==> src/sv/khud_pkg.sv <==
// Package for the keyed hash uniform draw: constants, micro-op codes, the
// control word and struct types, and the microcode program table.
// Depends on nothing; used by khud_datapath and keyed_hash_uniform_draw.
package khud_pkg;

  localparam int unsigned WordW  = 64;
  localparam int unsigned HalfW  = 32;
  localparam int unsigned ByteW  = 8;
  localparam int unsigned FracW  = 53;
  localparam int unsigned PcW    = 4;
  localparam int unsigned CntW   = 3;

  localparam logic [WordW-1:0] FnvBasis = 64'hCBF29CE484222325;
  localparam logic [WordW-1:0] SmGamma  = 64'h9E3779B97F4A7C15;
  localparam logic [WordW-1:0] SmMul1   = 64'hBF58476D1CE4E5B9;
  localparam logic [WordW-1:0] SmMul2   = 64'h94D049BB133111EB;

  localparam logic [CntW-1:0] LastSeedByte = 3'd7;
  localparam logic [CntW-1:0] LastRound    = 3'd3;

  typedef enum logic [3:0] {
    OP_NOP,
    OP_FOLD_ROLE,
    OP_FOLD_SEED,
    OP_KEY_GAMMA,
    OP_XSH30,
    OP_XSH27,
    OP_XSH31,
    OP_MUL_LL,
    OP_MUL_LH,
    OP_MUL_HL,
    OP_EMIT
  } op_e;

  typedef enum logic [1:0] {
    JMP_NONE,
    JMP_BYTES,
    JMP_ROUNDS
  } jmp_e;

  typedef struct packed {
    op_e            op;
    logic           mul_sel;
    jmp_e           jmp;
    logic [PcW-1:0] target;
    logic           last;
  } ucode_t;

  typedef struct packed {
    logic en;
    op_e  op;
    logic mul_sel;
  } ctrl_t;

  localparam logic [PcW-1:0] PcRole  = 4'd0;
  localparam logic [PcW-1:0] PcDraw  = 4'd1;
  localparam logic [PcW-1:0] PcRound = 4'd2;
  localparam logic [PcW-1:0] PcEmit  = 4'd12;

  // Role bytes run the single step at PcRole; a draw folds the seed bytes in
  // a loop, then runs four splitmix rounds and finally emits the result.
  function automatic ucode_t ucode_rom(input logic [PcW-1:0] pc);
    ucode_t w;
    w = '{op: OP_NOP, mul_sel: 1'b0, jmp: JMP_NONE, target: PcRole, last: 1'b1};
    unique case (pc)
      4'd0:  w = '{OP_FOLD_ROLE, 1'b0, JMP_NONE,   PcRole,  1'b1};
      4'd1:  w = '{OP_FOLD_SEED, 1'b0, JMP_BYTES,  PcDraw,  1'b0};
      4'd2:  w = '{OP_KEY_GAMMA, 1'b0, JMP_NONE,   PcRole,  1'b0};
      4'd3:  w = '{OP_XSH30,     1'b0, JMP_NONE,   PcRole,  1'b0};
      4'd4:  w = '{OP_MUL_LL,    1'b0, JMP_NONE,   PcRole,  1'b0};
      4'd5:  w = '{OP_MUL_LH,    1'b0, JMP_NONE,   PcRole,  1'b0};
      4'd6:  w = '{OP_MUL_HL,    1'b0, JMP_NONE,   PcRole,  1'b0};
      4'd7:  w = '{OP_XSH27,     1'b1, JMP_NONE,   PcRole,  1'b0};
      4'd8:  w = '{OP_MUL_LL,    1'b1, JMP_NONE,   PcRole,  1'b0};
      4'd9:  w = '{OP_MUL_LH,    1'b1, JMP_NONE,   PcRole,  1'b0};
      4'd10: w = '{OP_MUL_HL,    1'b1, JMP_NONE,   PcRole,  1'b0};
      4'd11: w = '{OP_XSH31,     1'b0, JMP_ROUNDS, PcRound, 1'b0};
      4'd12: w = '{OP_EMIT,      1'b0, JMP_NONE,   PcRole,  1'b1};
      default: w = '{OP_NOP,     1'b0, JMP_NONE,   PcRole,  1'b1};
    endcase
    return w;
  endfunction

  // Byte XOR, then multiply by the FNV prime 2^40 + 0x1B3 as shifts and adds.
  function automatic logic [WordW-1:0] fnv_fold(input logic [WordW-1:0] h,
                                                input logic [ByteW-1:0] b);
    logic [WordW-1:0] x;
    x = h ^ {{(WordW-ByteW){1'b0}}, b};
    return (x << 40) + (x << 8) + (x << 7) + (x << 5) + (x << 4) + (x << 1) + x;
  endfunction

endpackage

==> src/sv/khud_datapath.sv <==
// Datapath of the keyed hash uniform draw: the hash register, the partial
// product register and one shared 32x32 multiplier, steered by control words.
// Depends on khud_pkg.
module khud_datapath (
  input  logic                        clk_i,
  input  logic                        rst_ni,
  input  khud_pkg::ctrl_t             ctrl_i,
  input  logic [khud_pkg::ByteW-1:0]  role_byte_i,
  input  logic [khud_pkg::ByteW-1:0]  seed_byte_i,
  input  logic [khud_pkg::WordW-1:0]  key_i,
  output logic [khud_pkg::WordW-1:0]  hash_o
);

  logic [khud_pkg::WordW-1:0] hash_q, hash_d;
  logic [khud_pkg::WordW-1:0] prod_q, prod_d;
  logic [khud_pkg::WordW-1:0] mul_const;
  logic [khud_pkg::HalfW-1:0] mul_a, mul_b;
  logic [khud_pkg::WordW-1:0] mul_p;
  logic [khud_pkg::WordW-1:0] mul_shifted;

  assign mul_const   = ctrl_i.mul_sel ? khud_pkg::SmMul2 : khud_pkg::SmMul1;
  assign mul_p       = khud_pkg::WordW'(mul_a) * khud_pkg::WordW'(mul_b);
  assign mul_shifted = {mul_p[khud_pkg::HalfW-1:0], {khud_pkg::HalfW{1'b0}}};

  always_comb begin
    mul_a = hash_q[khud_pkg::HalfW-1:0];
    mul_b = mul_const[khud_pkg::HalfW-1:0];
    unique case (ctrl_i.op)
      khud_pkg::OP_MUL_LH: begin
        mul_b = mul_const[khud_pkg::WordW-1:khud_pkg::HalfW];
      end
      khud_pkg::OP_MUL_HL: begin
        mul_a = hash_q[khud_pkg::WordW-1:khud_pkg::HalfW];
      end
      default: begin
      end
    endcase
  end

  always_comb begin
    hash_d = hash_q;
    prod_d = prod_q;
    if (ctrl_i.en) begin
      unique case (ctrl_i.op)
        khud_pkg::OP_FOLD_ROLE: hash_d = khud_pkg::fnv_fold(hash_q, role_byte_i);
        khud_pkg::OP_FOLD_SEED: hash_d = khud_pkg::fnv_fold(hash_q, seed_byte_i);
        khud_pkg::OP_KEY_GAMMA: hash_d = (hash_q ^ key_i) + khud_pkg::SmGamma;
        khud_pkg::OP_XSH30:     hash_d = hash_q ^ (hash_q >> 30);
        khud_pkg::OP_XSH27:     hash_d = hash_q ^ (hash_q >> 27);
        khud_pkg::OP_XSH31:     hash_d = hash_q ^ (hash_q >> 31);
        khud_pkg::OP_MUL_LL:    prod_d = mul_p;
        khud_pkg::OP_MUL_LH:    prod_d = prod_q + mul_shifted;
        khud_pkg::OP_MUL_HL:    hash_d = prod_q + mul_shifted;
        khud_pkg::OP_EMIT:      hash_d = khud_pkg::FnvBasis;
        default: begin
        end
      endcase
    end
  end

  always_ff @(posedge clk_i or negedge rst_ni) begin
    if (!rst_ni) begin
      hash_q <= khud_pkg::FnvBasis;
    end else begin
      hash_q <= hash_d;
    end
  end

  always_ff @(posedge clk_i) begin
    prod_q <= prod_d;
  end

  assign hash_o = hash_q;

endmodule

==> src/sv/keyed_hash_uniform_draw.sv <==
// Top level of the keyed hash uniform draw: request handshakes, seed register,
// key registers, microcode sequencer and result register.
// Depends on khud_pkg and khud_datapath.
//
//   Channel  Direction  Handshake             Payload
//   in       input      in_valid_i/in_stall_o  kind, role_byte, key_a..key_d
//   out      output     out_valid_o/out_stall_i fraction
//   cfg      input      cfg_we_i               cfg_wdata_i (seed)
//
// A role byte request keeps the block busy for its fold step after acceptance,
// and no new request is taken until that step is done. A draw runs 49 program
// steps: eight seed byte folds, four rounds of ten steps and one emit step;
// each 64-bit multiply takes three steps through the shared 32x32 multiplier.
// Reset sets the hash to the FNV offset basis and the seed to zero.
// The emit step waits while an earlier result is still held and stalled.
module keyed_hash_uniform_draw (
  input  logic                        clk_i,
  input  logic                        rst_ni,
  input  logic                        in_valid_i,
  output logic                        in_stall_o,
  input  logic                        kind_i,
  input  logic [khud_pkg::ByteW-1:0]  role_byte_i,
  input  logic [khud_pkg::WordW-1:0]  key_a_i,
  input  logic [khud_pkg::WordW-1:0]  key_b_i,
  input  logic [khud_pkg::WordW-1:0]  key_c_i,
  input  logic [khud_pkg::WordW-1:0]  key_d_i,
  output logic                        out_valid_o,
  input  logic                        out_stall_i,
  output logic [khud_pkg::FracW-1:0]  fraction_o,
  input  logic                        cfg_we_i,
  input  logic [khud_pkg::WordW-1:0]  cfg_wdata_i
);

  logic                        busy_q, busy_d;
  logic [khud_pkg::PcW-1:0]    pc_q, pc_d;
  logic [khud_pkg::CntW-1:0]   cnt_q, cnt_d;
  logic [khud_pkg::WordW-1:0]  seed_q;
  logic [khud_pkg::WordW-1:0]  key_a_q, key_b_q, key_c_q, key_d_q;
  logic [khud_pkg::ByteW-1:0]  role_byte_q;
  logic                        out_valid_q;
  logic [khud_pkg::FracW-1:0]  fraction_q;
  khud_pkg::ucode_t            uword;
  khud_pkg::ctrl_t             ctrl;
  logic                        in_accept;
  logic                        step_fire;
  logic                        emit_fire;
  logic                        jump_taken;
  logic [khud_pkg::WordW-1:0]  key_sel;
  logic [khud_pkg::ByteW-1:0]  seed_byte;
  logic [khud_pkg::WordW-1:0]  hash;

  assign in_accept = in_valid_i && !busy_q;
  assign in_stall_o = busy_q;

  assign uword     = khud_pkg::ucode_rom(pc_q);
  assign step_fire = busy_q && !(uword.op == khud_pkg::OP_EMIT && out_valid_q && out_stall_i);
  assign emit_fire = step_fire && (uword.op == khud_pkg::OP_EMIT);

  assign ctrl.en      = step_fire;
  assign ctrl.op      = uword.op;
  assign ctrl.mul_sel = uword.mul_sel;

  always_comb begin
    unique case (cnt_q[1:0])
      2'd0: key_sel = key_a_q;
      2'd1: key_sel = key_b_q;
      2'd2: key_sel = key_c_q;
      2'd3: key_sel = key_d_q;
      default: key_sel = key_a_q;
    endcase
  end

  assign seed_byte = seed_q[cnt_q*khud_pkg::ByteW +: khud_pkg::ByteW];

  always_comb begin
    jump_taken = 1'b0;
    cnt_d      = cnt_q;
    unique case (uword.jmp)
      khud_pkg::JMP_BYTES: begin
        jump_taken = (cnt_q != khud_pkg::LastSeedByte);
        cnt_d      = jump_taken ? cnt_q + 1'b1 : '0;
      end
      khud_pkg::JMP_ROUNDS: begin
        jump_taken = (cnt_q != khud_pkg::LastRound);
        cnt_d      = jump_taken ? cnt_q + 1'b1 : '0;
      end
      default: begin
      end
    endcase
    busy_d = busy_q;
    pc_d   = pc_q;
    if (!step_fire) begin
      cnt_d = cnt_q;
    end
    if (in_accept) begin
      busy_d = 1'b1;
      pc_d   = kind_i ? khud_pkg::PcDraw : khud_pkg::PcRole;
    end else if (step_fire) begin
      if (jump_taken) begin
        pc_d = uword.target;
      end else if (uword.last) begin
        busy_d = 1'b0;
      end else begin
        pc_d = pc_q + 1'b1;
      end
    end
  end

  always_ff @(posedge clk_i or negedge rst_ni) begin
    if (!rst_ni) begin
      busy_q      <= 1'b0;
      pc_q        <= khud_pkg::PcRole;
      cnt_q       <= '0;
      seed_q      <= '0;
      out_valid_q <= 1'b0;
    end else begin
      busy_q <= busy_d;
      pc_q   <= pc_d;
      cnt_q  <= cnt_d;
      if (cfg_we_i) begin
        seed_q <= cfg_wdata_i;
      end
      if (emit_fire) begin
        out_valid_q <= 1'b1;
      end else if (!out_stall_i) begin
        out_valid_q <= 1'b0;
      end
    end
  end

  always_ff @(posedge clk_i) begin
    if (in_accept) begin
      role_byte_q <= role_byte_i;
      key_a_q     <= key_a_i;
      key_b_q     <= key_b_i;
      key_c_q     <= key_c_i;
      key_d_q     <= key_d_i;
    end
    if (emit_fire) begin
      fraction_q <= hash[khud_pkg::WordW-1 -: khud_pkg::FracW];
    end
  end

  khud_datapath u_datapath (
    .clk_i       (clk_i),
    .rst_ni      (rst_ni),
    .ctrl_i      (ctrl),
    .role_byte_i (role_byte_q),
    .seed_byte_i (seed_byte),
    .key_i       (key_sel),
    .hash_o      (hash)
  );

  assign out_valid_o = out_valid_q;
  assign fraction_o  = fraction_q;

`ifndef SYNTHESIS
  assert property (@(posedge clk_i) disable iff (!rst_ni)
    !busy_q |-> (cnt_q == '0))
    else $error("step counter not cleared while idle");

  assert property (@(posedge clk_i) disable iff (!rst_ni)
    busy_q |-> (pc_q <= khud_pkg::PcEmit))
    else $error("program counter beyond the program");

  assert property (@(posedge clk_i) disable iff (!rst_ni)
    emit_fire |=> (out_valid_q && !busy_q))
    else $error("emit step did not present a result and finish");

  assert property (@(posedge clk_i) disable iff (!rst_ni)
    emit_fire |-> (!out_valid_q || !out_stall_i))
    else $error("result overwritten while stalled");
`endif

endmodule
==> config.mk <==
export PLATFORM = sky130hd
export DESIGN_NAME = keyed_hash_uniform_draw
export DESIGN_NICKNAME = d
export VERILOG_FILES = /design/src/sv/khud_pkg.sv /design/src/sv/khud_datapath.sv /design/src/sv/keyed_hash_uniform_draw.sv
export SDC_FILE = /design/constraint.sdc
export NUM_CORES = 2
export LEC_CHECK = 0
export ABC_AREA = 1
export BUFFER_PORTS_ARGS = -buffer_cell sky130_fd_sc_hd__clkbuf_2
export CORE_UTILIZATION = 45
export DETAILED_ROUTE_END_ITERATION = 7
export HOLD_SLACK_MARGIN = 0.03
export PLACE_DENSITY = 0.73
export SLEW_MARGIN = 20
export SYNTH_ARGS = -nofsm -noshare
export SYNTH_HDL_FRONTEND = slang
export SYNTH_SLANG_ARGS = --single-unit
==> constraint.sdc <==
create_clock -name clk_i -period 12.55 [get_ports clk_i]
set_input_delay 2.51 -clock clk_i [delete_from_list [all_inputs] [get_ports clk_i]]
set_output_delay 2.51 -clock clk_i [all_outputs]
set_load 0.03 [all_outputs]
==> results.py <==
metrics = {
    "cts": {
        "clock_latency_ns": 0.73,
        "cts_setup_buffers": 0,
        "tritoncts": "yes",
        "ctsHoldBuffers": 0,
        "clockBufferDepth": 3,
        "htreeDepth": 2,
        "postCtsResizedCells": 0,
        "clkSlewWorstSetupHoldPaths_ns": 0.06,
        "cts_sinks": 518,
        "root_buffer": "clkbuf_16",
        "cts_buffers": 60,
    },
    "die": {
        "die_y_um": 413.2,
        "core_area_um2": 167600,
        "die_w_um": 413.2,
        "ios": 389,
        "initial_core_util_pct": 45.40,
        "dieArea_um2": 170700,
        "rows": 150,
    },
    "logic_synthesis": {
        "synth_edf_count": 381,
        "yosysWarnings": 0,
        "ys_seq_area_share_pct": 19.59,
        "synthCells": 9298,
        "syn_nets": 11320,
        "synth_cell_types": 66,
        "synth.cell_area_um2": 76080,
        "avgSynthCellArea_um2": 8.183,
        "synth_ff_type": "edfxtp_1",
        "ys_ff_latch": 518,
        "synthArstFlopShare_pct": 26.45,
    },
    "place": {
        "dp_hpwl_um": 307800,
        "gp_congestion": 1.092,
        "port_buffers": 388,
    },
    "routing": {
        "dr.pass1.iters": 8,
        "drcViolationCount": 120,
        "drtIter0Drc": 10050,
        "wl_per_cell_um": 30.56,
        "via_count": 70030,
        "final_antenna_net_count": 0,
        "wirelength_um": 364600,
        "vias_per_cell": 5.871,
    },
    "finish": {
        "final_common_cell": "inv_1",
        "synthToLayoutAreaGrowth_pct": 9.190,
        "final_cell_mix": "1964 x inv_1, 1744 x nand2_1, 1148 x fa_1",
        "fin_nets": 11680,
        "layout-drive-gt1-share_pct": 9.107,
    },
    "setup_path": {
        "path_common_cell": "inv_1",
        "cp.required_ns": 13.21,
        "critPathSlowestCell": "o21ai_2",
        "ff2ff_setup_slack_ns": 0.78,
        "worstSetupEndpoint": "u_datapath.hash_o[55]",
        "slowest_delay_ns": 0.85,
        "r2r_start": "pc_q[0]",
        "r2r-end": "u_datapath.hash_o[55]",
        "start_kind": "flip-flop",
        "cp-startpoint": "pc_q[0]",
        "crit_arrival_ns": 12.43,
        "critPathKind": "flip-flop to flip-flop",
        "reg2reg_depth": 43,
        "end_kind": "flip-flop",
        "cp_max_fo": 21,
    },
    "run": {
        "max-cap-violations": 0,
    },
    "timing": {
        "rsz0062_at_grt": "no",
        "drv_slew": 0,
        "finalSetupViolCount": 0,
        "hold_viol_final": 0,
        "finalCriticalPeriod_ns": 11.77,
        "fmax_mhz": 84.96,
        "worstMarginPinSlew_ns": 1.380,
        "fin_crit_sh_pct": 93.79,
        "slew_headroom_pct": 7.014,
        "tns_ns": 0,
        "finalClockSkew_ns": 0.03349,
    },
    "outcome": {
        "outcome": "finished, violations left",
        "violations": "DRC",
    },
    "global_routing": {
        "grt_antenna_before_repair": 31,
        "grt_pass1_wl_um": 510400,
        "first_global_vias": 69030,
        "grt_overflow_total": 0,
        "grt_max_degree": 130,
        "grt_usage_pct": 42.79,
    },
    "hold_path": {
        "holdCritPathClass": "flip-flop to flip-flop",
    },
}
## critical path: cells and delay by family, from the launching register on
family                     cells  cell delay (ns)
DFF                            1             0.47
AOI/OAI and AO/OA              8             2.43
and+or+nand+nor               12             1.54
adders and majority gates     11             5.06
xor gates and xnor gates       2             1.15
buffers and inverters         10             0.98
## cell type report
cell class | count | area (um2)
Inverter | 2013 | 7569
Clock inverter | 36 | 441.7
Antenna cell | 18 | 45.04
Sequential cell | 518 | 14910
Fill cell | 16400 | 84520
Clock buffer | 77 | 1647
Multi-Input combinational cell | 6516 | 52490
Tap cell | 2204 | 2758
Timing Repair Buffer | 547 | 3217
## registers in the layout (all words and copies together), names as in the netlist
register and cells:
pc_q 4, seed_q 64, out_valid_o 1, key_a_q 64, key_c_q 64, role_byte_q 8, u_datapath.hash_o 64, in_stall_o 1
key_b_q 64, key_d_q 64, cnt_q 3, u_datapath.prod_q 64, fraction_o 53
## stage by stage
step                      cell area (um2)  utilization [%]  setup slack [ns]  std cells  hold WS (ns)
after global placement              80920            48.28             1.129      11800        0.4860
final                               83070            49.57            0.7792      11930        0.5031
after CTS                           83020            49.53             1.058      11910        0.5049
after detailed placement            80930            48.29             1.104      11800        0.4903
after global routing                83040            49.55            0.3075      11920        0.5208
after floorplan                     76080                -             3.074       9298        0.4752
## per-layer routing
| layer | up-vias | GRT usage (%) | part of all wire, % |
|---|---|---|---|
| met1 | 34700 | 58.22 | 40 |
| met2 | 4696 | 59.39 | 40 |
| met3 | 855 | 17.85 | 15 |
| li1 | 29750 | - | - |
| met4 | 34 | 17.55 | 5.1 |
| met5 | - | 1.922 | 0.18 |
## logic make-up after synthesis
| logic type | after synthesis | share of synthesized area, % |
|---|---|---|
| other | 1 | 0.004929 |
| and+or+nand+nor | 3535 | 19.49 |
| adders and majority gates | 1686 | 39.05 |
| DFF | 518 | 19.59 |
| buffers and inverters | 2264 | 11.54 |
| AOI/OAI and AO/OA | 1128 | 8.302 |
| muxes | 32 | 0.4736 |
| xor gates and xnor gates | 134 | 1.543 |
## worst min-delay path by stage
stage	from	endpoint	slack [ns]	cells past startpoint
finish	seed_q[34]	seed_q[34]	0.50	1
global route	seed_q[30]	seed_q[30]	0.52	1
CTS	seed_q[34]	seed_q[34]	0.50	1
detailed placement	seed_q[34]	seed_q[34]	0.49	1
global placement	seed_q[34]	seed_q[34]	0.49	1
floorplan	seed_q[0]	seed_q[0]	0.48	1
## synth_stat cells, types with 84 or more instances
| cell type | number | area share [%] |
|---|---|---|
| inv_1 | 1967 | 9.7 |
| nand2_1 | 1746 | 8.6 |
| fa_1 | 1148 | 30 |
| nor2_1 | 910 | 4.5 |
| ha_1 | 538 | 8.8 |
| nand3_1 | 535 | 3.5 |
| a21oi_1 | 436 | 2.9 |
| edfxtp_1 | 381 | 15 |
| o21ai_0 | 379 | 2.5 |
| clkbuf_1 | 118 | 0.58 |
| dfrtp_1 | 109 | 3.6 |
| nand4_1 | 96 | 0.79 |
| buf_2 | 84 | 0.55 |
Power is not shown: default switching activity piles up to over one toggle a cycle in this logic, so the estimate is an artifact.
